--- src/rwdp_pkg.sv ---
// Shared types and constants for the register-write DMA packer.
// Used by the channel interfaces, the controller, the datapath and the top level.
// No dependencies.
package rwdp_pkg;

  localparam int ADDR_W  = 16;
  localparam int DATA_W  = 32;
  localparam int DEST_W  = 24;
  localparam int MASK_W  = 24;
  localparam int FLAG_W  = 16;
  localparam int INDEX_W = 8;
  localparam int SLOTS   = 4;
  localparam int SLOT_W  = 2;

  localparam int CFG_ADDR_W = 4;
  localparam int CFG_DATA_W = 32;

  localparam logic [SLOT_W-1:0] LAST_SLOT = SLOT_W'(SLOTS - 1);

  // Configuration register indexes (byte address = 4 * index).
  localparam logic [1:0] REG_RING_MASK  = 2'd0;
  localparam logic [1:0] REG_DRAW_START = 2'd1;
  localparam logic [1:0] REG_PAD_REG    = 2'd2;

  localparam logic [MASK_W-1:0] RING_MASK_RESET  = 24'h000000;
  localparam logic [FLAG_W-1:0] DRAW_START_RESET = 16'h0100;
  localparam logic [ADDR_W-1:0] PAD_REG_RESET    = 16'h1C00;

  typedef enum logic [0:0] {
    ST_IDLE,
    ST_EMIT
  } state_t;

  typedef enum logic [1:0] {
    SEL_DIRECT,
    SEL_INDEX,
    SEL_DATA
  } word_sel_t;

  // Controller to datapath.
  typedef struct packed {
    logic              accept;
    logic              load;
    word_sel_t         sel;
    logic [SLOT_W-1:0] emit_slot;
  } ctl_cmd_t;

  // Datapath to controller.
  typedef struct packed {
    logic ring_mode;
    logic flush;
    logic out_free;
  } dp_status_t;

  // Address bits 8..2 form index bits 6..0; address bit 13 forms index bit 7.
  function automatic logic [INDEX_W-1:0] fold_index(input logic [ADDR_W-1:0] addr);
    fold_index = {addr[13], addr[8:2]};
  endfunction

endpackage

--- src/rwdp_ctrl.sv ---
// Controller for the register-write DMA packer: sequences input acceptance
// and the five-word flush. Depends on rwdp_pkg.
module rwdp_ctrl import rwdp_pkg::*; (
  input  logic       clk,
  input  logic       rst_n,
  input  logic       in_valid,
  output logic       in_ready,
  input  dp_status_t status,
  output ctl_cmd_t   cmd
);

  state_t            state_r, state_nxt;
  logic [SLOT_W-1:0] cnt_r, cnt_nxt;

  always_ff @(posedge clk) begin
    if (!rst_n) begin
      state_r <= ST_IDLE;
      cnt_r   <= '0;
    end else begin
      state_r <= state_nxt;
      cnt_r   <= cnt_nxt;
    end
  end

  // Next state.
  always_comb begin
    state_nxt = state_r;
    cnt_nxt   = cnt_r;
    unique case (state_r)
      ST_IDLE: begin
        if (in_valid && status.out_free && status.ring_mode && status.flush) begin
          state_nxt = ST_EMIT;
          cnt_nxt   = '0;
        end
      end
      ST_EMIT: begin
        if (status.out_free) begin
          cnt_nxt = cnt_r + SLOT_W'(1);
          if (cnt_r == LAST_SLOT) begin
            state_nxt = ST_IDLE;
          end
        end
      end
      default: state_nxt = ST_IDLE;
    endcase
  end

  // Outputs.
  always_comb begin
    in_ready      = 1'b0;
    cmd.accept    = 1'b0;
    cmd.load      = 1'b0;
    cmd.sel       = SEL_DIRECT;
    cmd.emit_slot = cnt_r;
    unique case (state_r)
      ST_IDLE: begin
        in_ready   = status.out_free;
        cmd.accept = in_valid && status.out_free;
        if (!status.ring_mode) begin
          cmd.load = cmd.accept;
          cmd.sel  = SEL_DIRECT;
        end else begin
          cmd.load = cmd.accept && status.flush;
          cmd.sel  = SEL_INDEX;
        end
      end
      ST_EMIT: begin
        cmd.load = status.out_free;
        cmd.sel  = SEL_DATA;
      end
      default: begin
        in_ready = 1'b0;
      end
    endcase
  end

endmodule

--- config.mk ---
export PLATFORM = sky130hd
export DESIGN_NAME = rwdp_ctrl
export DESIGN_NICKNAME = d
export VERILOG_FILES = /design/src/rwdp_pkg.sv /design/src/rwdp_ctrl.sv
export SDC_FILE = /design/constraint.sdc
export NUM_CORES = 1
export LEC_CHECK = 0
export BUFFER_PORTS_ARGS = -buffer_cell sky130_fd_sc_hd__buf_2
export CORE_AREA = 2 2 39 41
export CTS_CLUSTER_DIAMETER = 50
export CTS_CLUSTER_SIZE = 24
export DETAILED_ROUTE_END_ITERATION = 16
export DIE_AREA = 0 0 41 43
export PLACE_DENSITY_LB_ADDON = 0.3
export SKIP_LAST_GASP = 1
export SLEW_MARGIN = 5
export SYNTH_ARGS = -nofsm -noshare
export SYNTH_HDL_FRONTEND = slang
export SYNTH_SLANG_ARGS = --single-unit
--- constraint.sdc ---
create_clock -name clk -period 1.1 [get_ports clk]
set_clock_uncertainty 0.15 [all_clocks]
set_input_delay 0.055 -clock clk [delete_from_list [all_inputs] [get_ports clk]]
set_output_delay 0.055 -clock clk [all_outputs]
set_load 0.01 [all_outputs]
==> results_dict.tcl <==
set metrics [dict create \
    run_status "finished with violations" \
    failed_checks "hold timing, setup timing" \
    tightest_slew_ns 0.1768 \
    grt_pass1_wl_um 752 \
    io_pins 13 \
    finalSetupViolCount 3 \
    slew_viol_final 0 \
    areaGrowthSynthToFinish_pct 93.96 \
    gp_congestion 0.6288 \
    num_vias 239 \
    setup.worst_path.class "register to output port" \
    port_buffers 12 \
    clock_path_buffers 2 \
    ys_seq_area_share_pct 32.21 \
    synth_cells 23 \
    nNetsFinal 53 \
    period_share_pct 103.3 \
    fp.coreArea_um2 1384 \
    drc 0 \
    cts.clk_slew.worst_paths_ns 0.04 \
    fillers 160 \
    cts_root_buffer "clkbuf_4" \
    cts_tree "yes" \
    clkLatencyLatePin_ns 0.23 \
    ant_nets 0 \
    yosys_register_bits 3 \
    worstSetupEndpointType "output port" \
    finalPower_mw 0.3865 \
    dr.first_iter.drc_count 6 \
    hold_class "input pin to register" \
    period_needed_ns 1.136 \
    setup_slack_ns -0.03627 \
    wl_per_cell_um 9.541 \
    cp_cell_sequence "buf_4, nor2b_1, buf_2" \
    cts_sinks 3 \
    routed_wl_um 582 \
    dieWidth_um 41 \
    crit_buf_inv 2 \
    yosysUniqueCellTypes 18 \
    slowest_stage "dfxtp_2" \
    dieArea_um2 1763 \
    numCtsBuffers 3 \
    die_y_um 43 \
    grt_pass1_vias 197 \
    first_pass_iters 4 \
    cap_violations 0 \
    p_leak_nw 0.1765 \
    diodes 0 \
    final_cell_mix "11 x buf_2, 4 x dlygate4sd3_1, 3 x clkbuf_4, 3 x buf_4" \
    grt_max_degree 6 \
    start_util_pct 13.47 \
    syn_avg_cell_area_um2 8.106 \
    via_per_inst 3.918 \
    synth_nets 30 \
    final_hold_viol_count 1 \
    path_delay_family "flip-flops" \
    pre_cts_ws_ns 0.06669 \
    cp_max_fo 5 \
    antenna_found_initial 0 \
    cp.arrival_ns 0.93 \
    synthesis.area_um2 186.4 \
    rsz0062_at_grt "true" \
    final_common_cell "buf_2" \
    max_stage_delay_ns 0.33 \
    cp_data_required_time_ns 0.89 \
    yosys_warnings 0 \
    relSlewSlack_pct 88.16 \
    h-tree-depth 1 \
    start_kind "register" \
    grt_use_total_pct 6.827 \
    rows 14 \
    grt_overflow 0 \
    fin_util_pct 26.13 \
    peakVddDrop_uv 408.9 \
    drive_gt1_share_pct 46.67 \
    fmax_mhz 880.1 \
    power_density_nw_per_um2 1069 \
    holdWs_ns -0.006044 \
]
==> layer usage <==
layer / up-vias / routed length [um] / GRT usage (%)
met5: - / 0 / 0
met4: 0 / 0 / 6.000
met3: 0 / 63 / 3.141
met2: 11 / 280 / 10.00
met1: 104 / 238 / 6.752
li1: 124 / - / -
==> per-stage QoR <==
step	setup TNS (ns)	cell area, um^2	std cells
after global placement	0	266.5	51
after CTS	-0.09407	336.6	59
after global routing	-0.2664	361.6	61
final	-0.06317	361.6	61
after floorplan	0	186.4	23
after detailed placement	0	266.5	51
==> worst paths after layout <==
path / start / endpoint / slack [ns] / depth (start not counted)
setup / recovery: state_r / cmd[2] / -0.04 / 3
hold / removal: status[0] / cnt_r[1] / -0.006 / 3
setup reg to reg: state_r / state_r / 0 / 5
hold reg to reg: cnt_r[1] / cnt_r[1] / 0.36 / 2
==> synth_stat cells <==
cell / count / share of area [%]
nor2_1: 1 / 2.0
nand3_1: 1 / 2.7
nand2_1: 2 / 4.0
nand4_1: 1 / 3.4
nor2b_2: 1 / 4.7
buf_4: 1 / 4.0
a21boi_0: 2 / 8.1
nor2b_1: 1 / 3.4
ha_1: 1 / 6.7
a21oi_1: 1 / 2.7
nand2b_1: 1 / 3.4
a21boi_1: 1 / 4.0
o21ai_0: 2 / 5.4
dfxtp_1: 3 / 32
and2_2: 1 / 4.0
a31oi_1: 1 / 3.4
nand3b_1: 1 / 4.0
inv_1: 1 / 2.0
==> registers in the layout, indices dropped and copies added (netlist names) <==
name and flops:
cnt_r 2, state_r 1
==> what timing repair did <==
| action | 4_1_cts | 5_1_grt |
|---|---|---|
| buffers inserted | 2 | 0 |
| hold buffers | 2 | 2 |
| endpoints found under the hold margin | 3 | 1 |
| gates resized for setup | 3 | 2 |
| pin swaps | 1 | 0 |
| endpoints found under the setup margin | 2 | 6 |
==> tightest hold or removal path, delay by kind of cell <==
kind,cells,cell delay [ns]
buf+inv,1,0.13
compound gates,1,0.05
simple gates,1,0.08
==> layout make-up <==
cell class                      count  area, um^2  share of cell area (%)
Inverter                            1       3.754                   1.038
Multi-Input combinational cell     18       121.4                   33.56
Sequential cell                     3       61.31                   16.96
Timing Repair Buffer               19       128.9                   35.64
Clock buffer                        4       26.28                   7.266
Tap cell                           16       20.02                   5.536
==> power by group <==
part           switching, mW  leakage (nW)  internal, mW
Clock                 0.0580        0.0150         0.136
Sequential           0.00267        0.0247         0.112
Combinational         0.0320         0.137        0.0459
Total                 0.0926         0.177         0.294
==> cells by family after synthesis <==
logic type	Yosys count	synth area share [%]
fa+ha+maj	1	6.710
simple gates	10	31.55
flops	3	32.22
compound gates	7	23.49
buf+inv	2	6.040
Power figures use the tool's default switching activity.
