**src/rwdp_pkg.sv**
```systemverilog
// Shared types and constants for the register-write DMA packer.
// Used by the channel interfaces, the controller, the datapath and the top level.
// No dependencies.
package rwdp_pkg;

  localparam int ADDR_W  = 16;
  localparam int DATA_W  = 32;
  localparam int DEST_W  = 24;
  localparam int MASK_W  = 24;
  localparam int FLAG_W  = 16;
  localparam int INDEX_W = 8;
  localparam int SLOTS   = 4;
  localparam int SLOT_W  = 2;

  localparam int CFG_ADDR_W = 4;
  localparam int CFG_DATA_W = 32;

  localparam logic [SLOT_W-1:0] LAST_SLOT = SLOT_W'(SLOTS - 1);

  // Configuration register indexes (byte address = 4 * index).
  localparam logic [1:0] REG_RING_MASK  = 2'd0;
  localparam logic [1:0] REG_DRAW_START = 2'd1;
  localparam logic [1:0] REG_PAD_REG    = 2'd2;

  localparam logic [MASK_W-1:0] RING_MASK_RESET  = 24'h000000;
  localparam logic [FLAG_W-1:0] DRAW_START_RESET = 16'h0100;
  localparam logic [ADDR_W-1:0] PAD_REG_RESET    = 16'h1C00;

  typedef enum logic [0:0] {
    ST_IDLE,
    ST_EMIT
  } state_t;

  typedef enum logic [1:0] {
    SEL_DIRECT,
    SEL_INDEX,
    SEL_DATA
  } word_sel_t;

  // Controller to datapath.
  typedef struct packed {
    logic              accept;
    logic              load;
    word_sel_t         sel;
    logic [SLOT_W-1:0] emit_slot;
  } ctl_cmd_t;

  // Datapath to controller.
  typedef struct packed {
    logic ring_mode;
    logic flush;
    logic out_free;
  } dp_status_t;

  // Address bits 8..2 form index bits 6..0; address bit 13 forms index bit 7.
  function automatic logic [INDEX_W-1:0] fold_index(input logic [ADDR_W-1:0] addr);
    fold_index = {addr[13], addr[8:2]};
  endfunction

endpackage

```
**src/rwdp_datapath.sv**
```systemverilog
// Datapath for the register-write DMA packer: group state, held data,
// ring offset and the output register. Depends on rwdp_pkg.
module rwdp_datapath import rwdp_pkg::*; #(
  parameter int RING_ADDR_BITS = 24
) (
  input  logic              clk,
  input  logic              rst_n,
  input  logic [ADDR_W-1:0] reg_address,
  input  logic [DATA_W-1:0] reg_data,
  input  logic [MASK_W-1:0] ring_mask,
  input  logic [FLAG_W-1:0] draw_start_flag,
  input  logic [ADDR_W-1:0] pad_register,
  input  ctl_cmd_t          cmd,
  output dp_status_t        status,
  input  logic              out_ready,
  output logic              out_valid,
  output logic [DEST_W-1:0] out_dest_address,
  output logic [DATA_W-1:0] out_dest_data,
  output logic              out_to_ring,
  output logic              out_last
);

  logic [DATA_W-1:0]         packed_r;
  logic [DATA_W-1:0]         held_r [SLOTS];
  logic [SLOT_W-1:0]         fill_r;
  logic [RING_ADDR_BITS-1:0] offset_r;
  logic                      out_valid_r;
  logic [DEST_W-1:0]         out_addr_r;
  logic [DATA_W-1:0]         out_data_r;
  logic                      out_ring_r;
  logic                      out_last_r;

  logic [DATA_W-1:0]         index_word;
  logic [INDEX_W-1:0]        in_index;
  logic [INDEX_W-1:0]        pad_index;
  logic [RING_ADDR_BITS-1:0] offset_step;
  logic                      flush;

  assign in_index  = fold_index(reg_address);
  assign pad_index = fold_index(pad_register);
  assign flush     = (fill_r == LAST_SLOT) || ((reg_address & draw_start_flag) != '0);

  // The current write fills its slot; a flush pads every later slot.
  always_comb begin
    for (int j = 0; j < SLOTS; j++) begin
      index_word[j*INDEX_W +: INDEX_W] = packed_r[j*INDEX_W +: INDEX_W];
      if (SLOT_W'(j) == fill_r) begin
        index_word[j*INDEX_W +: INDEX_W] = packed_r[j*INDEX_W +: INDEX_W] | in_index;
      end else if (flush && SLOT_W'(j) > fill_r) begin
        index_word[j*INDEX_W +: INDEX_W] = packed_r[j*INDEX_W +: INDEX_W] | pad_index;
      end
    end
  end

  assign offset_step = (offset_r + RING_ADDR_BITS'(1)) & RING_ADDR_BITS'(ring_mask);

  assign status.ring_mode = (ring_mask != '0);
  assign status.flush     = flush;
  assign status.out_free  = !out_valid_r || out_ready;

  always_ff @(posedge clk) begin
    if (!rst_n) begin
      packed_r <= '0;
      fill_r   <= '0;
      offset_r <= '0;
    end else begin
      if (cmd.accept && status.ring_mode) begin
        packed_r <= flush ? '0 : index_word;
        fill_r   <= flush ? '0 : fill_r + SLOT_W'(1);
      end
      if (cmd.load && cmd.sel != SEL_DIRECT) begin
        offset_r <= offset_step;
      end
    end
  end

  always_ff @(posedge clk) begin
    if (cmd.accept && status.ring_mode) begin
      for (int j = 0; j < SLOTS; j++) begin
        if (SLOT_W'(j) == fill_r) begin
          held_r[j] <= reg_data;
        end else if (flush && SLOT_W'(j) > fill_r) begin
          held_r[j] <= '0;
        end
      end
    end
  end

  // Output register: a new word loads only when the previous one is taken.
  always_ff @(posedge clk) begin
    if (!rst_n) begin
      out_valid_r <= 1'b0;
    end else if (cmd.load) begin
      out_valid_r <= 1'b1;
    end else if (out_ready) begin
      out_valid_r <= 1'b0;
    end
  end

  always_ff @(posedge clk) begin
    if (cmd.load) begin
      unique case (cmd.sel)
        SEL_DIRECT: begin
          out_addr_r <= DEST_W'(reg_address);
          out_data_r <= reg_data;
          out_ring_r <= 1'b0;
          out_last_r <= 1'b1;
        end
        SEL_INDEX: begin
          out_addr_r <= DEST_W'(offset_r);
          out_data_r <= index_word;
          out_ring_r <= 1'b1;
          out_last_r <= 1'b0;
        end
        SEL_DATA: begin
          out_addr_r <= DEST_W'(offset_r);
          out_data_r <= held_r[cmd.emit_slot];
          out_ring_r <= 1'b1;
          out_last_r <= (cmd.emit_slot == LAST_SLOT);
        end
        default: begin
          out_addr_r <= DEST_W'(offset_r);
          out_data_r <= '0;
          out_ring_r <= 1'b0;
          out_last_r <= 1'b0;
        end
      endcase
    end
  end

  assign out_valid        = out_valid_r;
  assign out_dest_address = out_addr_r;
  assign out_dest_data    = out_data_r;
  assign out_to_ring      = out_ring_r;
  assign out_last         = out_last_r;

endmodule

```
**config.mk**
```make
export PLATFORM = sky130hd
export DESIGN_NAME = rwdp_datapath
export DESIGN_NICKNAME = d
export VERILOG_FILES = /design/src/rwdp_pkg.sv /design/src/rwdp_datapath.sv
export SDC_FILE = /design/constraint.sdc
export NUM_CORES = 1
export LEC_CHECK = 0
export ABC_AREA = 1
export BUFFER_PORTS_ARGS = -buffer_cell sky130_fd_sc_hd__buf_2
export CORE_MARGIN = 2
export CORE_UTILIZATION = 33
export CTS_CLUSTER_DIAMETER = 100
export CTS_CLUSTER_SIZE = 8
export DETAILED_ROUTE_END_ITERATION = 6
export PLACE_DENSITY = 0.52
export SLEW_MARGIN = 20
export SYNTH_ARGS = -nofsm -noshare
export SYNTH_HDL_FRONTEND = slang
export SYNTH_SLANG_ARGS = --single-unit
```
**constraint.sdc**
```tcl
create_clock -name clk -period 4.45 [get_ports clk]
set_input_delay 0.89 -clock clk [delete_from_list [all_inputs] [get_ports clk]]
set_output_delay 0.89 -clock clk [all_outputs]
set_load 0.02 [all_outputs]
```
==> qor.yml, run 1 <==
nets: 1658
seqPwrFrac_pct: 45.6
placed_cells: 1953
cts_tree: "built"
p_leak_nw: 5.83
gp_congestion: 0.845
fin_worst_skew_ps: 9.53
max_cap_viol_count: 0
clkLatencyLatePin_ps: 520
synthToLayoutAreaGrowth_pct: 20.3
dpl_cell_area_um2: 12800
cts_max_path_buffers: 3
avgSynthCellArea_um2: 8.31
synth-seq-area-share_pct: 56.1
r2r_end: "held_r[1][0]$_SDFFCE_PP0P_"
cp-start-kind: "input port"
r2r_cells: 6
dp_hpwl_mm: 23.3
synthCells: 1382
fmax_mhz: 309
end_kind: "output pin"
final.setup.tns_ps: 0
cp.required_ps: 3560
routed_wl_mm: 35.7
intPower_mw: 4.20
syn_nets: 1504
grt_pass1_vias: 9230
die_y_um: 191
track_usage_pct: 19.7
root_buffer: "clkbuf_16"
firstDrtPassIters: 5
cts_buffers: 36
core-area_um2: 34400
ys_warn_count: 0
path_common_cell: "nand2_1"
vias_per_cell: 4.86
wl_per_cell_um: 17.7
path_cells: "buf_2 > nand2_1 > nand2_1 > nor2_1 > nand2_1 > nor2_4 > nand2_2 > buf_2"
cp_max_fo: 21
ctsHoldBuffers: 0
clk_pin_slew_worst_paths_ps: 50
drive_gt1_share_pct: 16.0
ys_seq_elements: 245
final_area_um2: 13800
status: "completed"
slew_headroom_pct: 34.9
initialDrtViolationCount: 730
pwr-share-clk_pct: 45.2
finalSetupViolations: 0
worst_slew_pin_slew_ps: 976
antenna_found_initial: 3
synth_cell_types: 36
htreeDepth: 2
portBuffers: 166
reg2reg_slack_ps: 1930
final.period_utilization_pct: 72.7
worstPathArrival_ps: 2350
power.switching_mw: 1.40
final_antenna_net_count: 0
num_io_pins: 175
cts_setup_buffers: 0
grt-ovfl-total: 0
swShare_pct: 25.0
pre_cts_slack_ps: 1190
syn_area_um2: 11500
hold_class: "reg2reg"
min_path_cells: 2
grt_max_degree: 61
min_period_ps: 3240
vias: 9810
rsz0062_at_grt: "false"
worst_slack_ps: 1210
grt_pass1_wl_mm: 54.3
min-delay-start: "packed_r[17]$_SDFFE_PN0P_"
clock-sinks: 245
p_per_area_nw_per_um2: 405
critPathMaxStageDelay_ps: 330
finalMaxSlewViolations: 0
cp_slowest_cell: "nand2_2"
fin_cells: 2020
drc: 0
power_frac_comb_pct: 9.3
worstHoldEndpoint: "packed_r[17]$_SDFFE_PN0P_"
hold_violations: 0
fp.dieArea_um2: 36300
std_cell_rows: 68
cts.repair.resized: 0
holdWs_ps: 463
worst-setup-path-type: "in2out"
start_util_pct: 33.4
fp.dieW_um: 191
peakVddDrop_mv: 0.231
r2r_start: "fill_r[1]$_SDFFE_PN0P_"
-- synthesized netlist by cell type, drive strengths merged --
cell type,instances,area [um2]
ha,9,113
a31oi,8,50.1
a21o,8,60.1
nand2,339,1280
a211oi,5,37.5
o21ai,112,561
nand3b,1,7.51
buf,36,191
o221ai,2,17.5
clkbuf,36,135
edfxtp,154,4620
nor3,13,75.1
clkinv,1,3.75
or2,1,6.26
nand3,83,415
a21oi,147,736
dfxtp,91,1820
o22ai,5,31.3
nor3b,1,7.51
o211ai,1,7.51
nand4,4,25.0
nor4,4,25.0
o21a,1,7.51
nor2,152,607
inv,168,631
-- layout make-up --
type                       instances  area (um2)
tap                              455         569
fill                            3581       20600
sequential                       245        6450
antenna                            2        5.00
multi-input combinational        896        4120
inverter                         169         634
clock buffer                      62         998
clock inverter                     3        30.0
timing repair buffer             188        1010
-- worst max path at each step --
stage / end / slack, ps / depth (start not counted) / startpoint
after CTS: status[1] / 1180 / 8 / reg_address[8]
after global placement: status[1] / 1190 / 8 / reg_address[8]
after detailed placement: status[1] / 1190 / 8 / reg_address[8]
after global routing: status[1] / 1080 / 8 / reg_address[8]
after floorplan: held_r[1][0]$_SDFFCE_PP0P_ / 790 / 7 / ring_mask[18]
final: status[1] / 1210 / 8 / reg_address[8]
-- worst max-delay path, delay by kind of cell --
kind	cells	cell delay [ps]
simple gates	6	980
buf+inv	2	460
-- placed cells by master, fill, tap and decap left out, types with 2 or more instances in the layout --
| cell type | instances |
|---|---|
| nor2_4 | 3 |
| nor4_1 | 4 |
| a31oi_1 | 8 |
| nor3_4 | 2 |
| clkbuf_16 | 36 |
| inv_1 | 162 |
| inv_2 | 6 |
| nor2_1 | 145 |
| dfxtp_1 | 91 |
| o221ai_1 | 2 |
| a21o_1 | 8 |
| nand2_2 | 2 |
| buf_2 | 166 |
| a21oi_1 | 146 |
| edfxtp_1 | 154 |
| diode_2 | 2 |
| ha_1 | 6 |
| nor2_2 | 3 |
| nand2_1 | 336 |
| nand4_1 | 4 |
| o21ai_1 | 3 |
| buf_4 | 21 |
| ha_2 | 3 |
| o22ai_1 | 5 |
| nor3_1 | 11 |
| o21ai_0 | 109 |
| clkbuf_1 | 26 |
| a211oi_1 | 5 |
| nand3_1 | 83 |
-- flip-flops by register name, indices dropped and copies added, names as in the netlist --
register          flops
held_r              128
out_dest_data        32
packed_r             32
offset_r             24
out_dest_address     24
fill_r                2
out_last              1
out_to_ring           1
out_valid             1
-- per-stage QoR --
stage	power (mW)	utilization, %
after floorplan	2.88	-
after CTS	5.66	40.2
final	5.60	40.2
after global placement	3.11	37.2
after detailed placement	3.12	37.2
after global routing	5.80	40.2
-- cell families after synthesis --
group	synth area share [%]
buf+inv	8.37
compound gates	13.1
flops	56.1
simple gates	21.4
fa+ha+maj	0.981
-- metal layers --
metal | GRT usage (%) | vias up | wire length [um]
met2 | 31.9 | 279 | 16600
met5 | 0 | - | 0
met4 | 5.34 | 0 | 651
met3 | 3.40 | 46 | 2170
li1 | - | 4859 | -
met1 | 27.1 | 4626 | 16300
-- power groups by stage --
| stage | Sequential [mW] | Combinational (mW) | Clock, mW |
|---|---|---|---|
| final | 2.55 | 0.519 | 2.53 |
| after global placement | 2.59 | 0.520 | 0 |
| after detailed placement | 2.59 | 0.522 | 0 |
| after floorplan | 2.64 | 0.236 | 0 |
| after CTS | 2.55 | 0.524 | 2.59 |
| after global routing | 2.56 | 0.574 | 2.67 |
(Power assumes the default switching activity.)
==> run 2, diff against run 1 <==
Settings changed: ABC_AREA 1 to 0, PLACE_DENSITY 0.52 to 0.54.
Clock period 4.45 ns to 2.9 ns, I/O delays scaled along.
==> run 2 against run 1 <==
Net effect: sequential cell count unchanged; clock skew increased by 9.5 ps; utilization increased by 1.4 points; combinational power increased by 55%; register-to-register slack got worse by 1400 ps; wire length decreased by 8.2%; sequential power increased by 53%; synthesized cell count decreased by 32%; non-clock buffer count increased by 24; clock power increased by 52%; critical path type unchanged; critical endpoint unchanged; largest power group unchanged.
==> qor.yml, run 2 <==
synth_top_cell_by_area: "edfxtp_1"
clk_pin_slew_worst_paths_ps: 50
cp.required_ps: 2320
worstHoldEndpoint: "held_r[0][14]$_DFFE_PP_"
rsz0062_at_grt: "false"
synth-compound-area-share_pct: 12.3
min_period_ps: 2620
max_cap_viol_count: 0
synth_top_area_share_pct: 42.0
avgSynthCellArea_um2: 11.7
clkLatencyLatePin_ps: 510
fin_worst_skew_ps: 19.1
fillers: 3133
cts_buffers: 36
hold_violations: 0
vias: 8287
drc: 0
num_io_pins: 175
status: "completed"
synth-seq-area-share_pct: 58.5
min_path_cells: 1
fp.dieW_um: 187
core-area_um2: 32700
yosys.area_share.adder_pct: 1.02
routed_wl_mm: 32.8
p_leak_nw: 5.14
synth-edff-count: 154
synthTopCellsByCount: "edfxtp_1, dfxtp_1, clkbuf_1"
placed_cells: 1510
drive_gt1_share_pct: 27.4
grt_max_degree: 60
dp_hpwl_mm: 22.0
grt_pass1_wl_mm: 50.6
firstDrtPassIters: 7
start_util_pct: 33.7
worstPathArrival_ps: 2040
vias_per_cell: 5.25
cts_max_path_buffers: 3
synth_top_family_by_area: "simple AND/OR/NAND/NOR gates"
die_y_um: 187
final_cell_mix: "buf_2, edfxtp_1, dfxtp_1"
critPathMaxStageDelay_ps: 300
initialDrtViolationCount: 832
hold_class: "in2reg"
worst_slew_pin_slew_ps: 833
cp_slowest_cell: "buf_4"
cp-start-kind: "input port"
nets: 1228
synthCells: 940
syn_area_um2: 11000
synth_cell_types: 43
synth_xor_area_share_pct: 1.19
wl_per_cell_um: 20.8
final_antenna_net_count: 0
synth.area.mux_share_pct: 8.69
crit_start: "reg_address[3]"
syn_nets: 1062
cts.repair.resized: 0
p_per_area_nw_per_um2: 631
end_kind: "output pin"
cts_tree: "built"
finalMaxSlewViolations: 0
multi_input_area_um2: 4220
synthToLayoutAreaGrowth_pct: 23.2
grt-ovfl-total: 0
ctsHoldBuffers: 0
r2r_start: "fill_r[0]$_SDFFE_PN0P_"
seq_area_um2: 6450
ys_seq_elements: 245
htreeDepth: 2
synthFlopType: "edfxtp_1"
synth_async_sr_flop_share_pct: 0
root_buffer: "clkbuf_16"
r2r_cells: 6
yosys.area_share.simple_pct: 14.6
fmax_mhz: 381
fin_cells: 1577
final.setup.tns_ps: 0
synth.area.top_cells: "edfxtp_1, dfxtp_1, mux4_2"
fp.dieArea_um2: 34900
path_cells: "buf_2 > a22oi_1 > nand2_1 > nor4_4 > buf_4 > nand2_1 > buf_2"
reg2reg_slack_ps: 580
clock-sinks: 245
cts_setup_buffers: 0
portBuffers: 166
largest_reg_flops: 128
final_common_cell: "buf_2"
final.period_utilization_pct: 90.5
regMostFlops: "held_r"
antenna_found_initial: 4
finalSetupViolations: 0
slew_headroom_pct: 44.5
yosysMostFrequentCell: "edfxtp_1"
track_usage_pct: 18.7
r2r_end: "held_r[1][8]$_SDFFCE_PP0P_"
worst-setup-path-type: "in2out"
std_cell_rows: 66
peakVddDrop_mv: 0.422
min-delay-start: "reg_data[14]"
gp_congestion: 0.785
ys_warn_count: 0
grt_pass1_vias: 8385
cp_max_fo: 18
## run 2: logic make-up after synthesis
family | after synthesis
xor+xnor | 15
flops | 245
simple gates | 303
compound gates | 209
buf+inv | 105
fa+ha+maj | 9
mux | 54
## run 2: worst max-delay path by stage
| stage | endpoint | cells past startpoint |
|---|---|---|
| finish | status[1] | 7 |
| CTS | status[1] | 7 |
| global route | status[1] | 7 |
| detailed placement | packed_r[17]$_SDFFE_PN0P_ | 7 |
| floorplan | held_r[1][0]$_SDFFCE_PP0P_ | 7 |
| global placement | out_dest_data[10]$_DFFE_PP_ | 7 |
## run 2: critical path: cells and delay by family
kind,cells,cell delay (ps)
and+or+nand+nor,3,580
AOI/OAI and AO/OA,1,190
buffers and inverters,3,670
## run 2: cell type report
type                       count  area share [%]
antenna                        3          0.0553
clock buffer                  61            7.48
clock inverter                 3           0.166
inverter                      21           0.581
multi-input combinational    590            31.0
sequential                   245            47.5
tap                          442            4.07
timing repair buffer         212            9.12
## run 2: where the power goes
part / internal, mW / leakage (nW) / switching (mW)
combinational: 0.307 / 2.36 / 0.500
clock: 2.37 / 0.497 / 1.48
sequential: 3.88 / 2.29 / 0.0380
## run 2: metrics by stage
step	area (um2)	util, %	hold slack (ps)	worst slack [ps]	total power, mW
2_1_floorplan	11000	-	433	116	4.40
3_3_place_gp	12500	38.3	440	280	4.78
3_5_place_dp	12500	38.3	445	231	4.79
4_1_cts	13600	41.5	297	293	8.65
5_1_grt	13600	41.5	306	216	8.89
6_report	13600	41.5	314	276	8.57
## run 2: metal layers
metal	up-vias	part of all wire, %	GRT usage (%)
li1	3838	-	-
met1	4069	44	25.8
met2	332	46	29.4
met3	46	8.3	4.36
met4	2	2.2	5.43
met5	-	0.040	0
==> run 3, diff against run 2 <==
Settings changed: CTS_CLUSTER_DIAMETER 100 to unset, PLACE_DENSITY 0.54 to 0.52.
Clock period 2.9 ns to 2.8 ns, I/O delays scaled along.
==> run 3 against run 2 <==
Net effect: the run now ends with DRC left; via count decreased by 0.13%; total power increased by 3.9%; utilization increased by 0.13 points; critical path depth decreased by 3; register-to-register slack got worse by 70 ps; sequential cell count unchanged; clock power increased by 4%; worst hold slack got worse by 18 ps; first-iteration DRC count decreased by 4.4%; sequential share of layout area decreased by 0.15 points; largest power group unchanged; highest routed layer unchanged.
==> qor.yml, run 3 (synthesis gave the netlist of run 2 again) <==
antenna_found_initial: 1
cp_max_fo: 7
dp_hpwl_mm: 21.3
routed_wl_mm: 33.0
end_kind: "output pin"
path_cells: "ha_1 > inv_1 > nand2_1 > buf_2"
final.period_utilization_pct: 89.9
violations: "DRC"
grt_pass1_vias: 8172
cp-start-kind: "flip-flop"
pwr-share-clk_pct: 45.0
clkLatencyLatePin_ps: 510
worst_slew_pin_slew_ps: 852
power_frac_comb_pct: 9.5
grt_pass1_wl_mm: 50.0
firstDrtPassIters: 7
intPower_mw: 6.81
gp_congestion: 0.785
start_util_pct: 33.7
swShare_pct: 23.5
hold_class: "in2reg"
p_per_area_nw_per_um2: 654
cp_slowest_cell: "ha_1"
fp.dieW_um: 187
clk_pin_slew_worst_paths_ps: 50
largest_reg_flops: 128
peakVddDrop_mv: 0.379
cts.repair.resized: 0
vias: 8276
cts_max_path_buffers: 3
max_cap_viol_count: 0
root_buffer: "clkbuf_16"
critPathMaxStageDelay_ps: 440
track_usage_pct: 18.6
holdWs_ps: 296
final_cell_mix: "buf_2, edfxtp_1, dfxtp_1"
wl_per_cell_um: 20.9
rsz0062_at_grt: "false"
fp.dieArea_um2: 34900
finalMaxSlewViolations: 0
reg2reg_slack_ps: 510
seqPwrFrac_pct: 45.5
htreeDepth: 2
clock-sinks: 245
core-area_um2: 32700
cp.required_ps: 2240
worst-path-buf-inv: 2
p_leak_nw: 5.17
initialDrtViolationCount: 795
cts_tree: "built"
final_antenna_net_count: 0
worst-setup-path-type: "reg2out"
std_cell_rows: 66
vias_per_cell: 5.24
slew_headroom_pct: 43.1
drc: 4
synthToLayoutAreaGrowth_pct: 23.6
min_path_cells: 1
drive_gt1_share_pct: 27.6
final.setup.tns_ps: 0
status: "complete, but fails checks"
cts_setup_buffers: 0
num_io_pins: 175
critical_path_cell_count: 4
hold_violations: 0
regMostFlops: "held_r"
grt_max_degree: 60
die_y_um: 187
r2r_cells: 4
grt-ovfl-total: 0
critPathTopFamily: "buffers and inverters"
power.switching_mw: 2.09
nets: 1231
finalSetupViolations: 0
fin_worst_skew_ps: 18.5
worstPathArrival_ps: 1960
fmax_mhz: 397
final_common_cell: "buf_2"
cts_buffers: 36
ctsHoldBuffers: 0
portBuffers: 166
min_period_ps: 2520
## run 3: changes by cell type in the layout (fill, tap and decap cells not counted)
cell	delta
buf_4	+2
diode_2	-2
nor2_4	+1
clkinv_2	-1
nor2_2	-1
clkbuf_8	+1
buf_12	+1
## run 3: power by group through the flow
stage / registers (mW) / logic [mW] / clock network, mW
after floorplan: 4.20 / 0.366 / 0
after global placement: 4.12 / 0.844 / 0
after detailed placement: 4.12 / 0.847 / 0
after CTS: 4.05 / 0.852 / 4.10
after global routing: 4.06 / 0.908 / 4.25
final: 4.05 / 0.847 / 4.01
## run 3: path summary, 6_finish.rpt
kind,startpoint,to
max,fill_r[0]$_SDFFE_PN0P_,status[1]
min,reg_data[29],held_r[0][29]$_DFFE_PP_
max reg2reg,fill_r[0]$_SDFFE_PN0P_,out_dest_data[12]$_DFFE_PP_
min reg2reg,held_r[2][6]$_SDFFE_PP0P_,held_r[2][6]$_SDFFE_PP0P_
## run 3: layout make-up
cell class	instances	area, um2
Fill cell	3196	19100
Timing Repair Buffer	215	1270
Inverter	21	78.8
Tap cell	442	553
Clock inverter	2	17.5
Antenna cell	1	2.50
Multi-Input combinational cell	590	4220
Clock buffer	62	1030
Sequential cell	245	6450
## run 3: routing by layer
layer  vias to the layer above  routed length [um]  global-route usage (%)
li1                       3846                   -                       -
met1                      4069               14800                    26.1
met2                       305               15400                    29.9
met3                        54                2270                    3.37
met4                         2                 562                    4.52
met5                         -                   7                       0
## run 3: worst register-to-register path, stage by stage, from the launching register on
cell	delay (ps)
dfxtp_1	400
ha_1	450
inv_1	300
a2111oi_2	800
a21o_1	230
## run 3: stage by stage
step                      cell area [um2]  util (%)  power, mW  setup WS, ps  instances
after detailed placement            12600      38.4       4.97           143       1513
after global placement              12600      38.4       4.96           139       1513
after global routing                13600      41.6       9.22           168       1577
after CTS                           13600      41.6       9.01           286       1577
final                               13600      41.7       8.90           283       1578
after floorplan                     11000         -       4.56          35.8        940
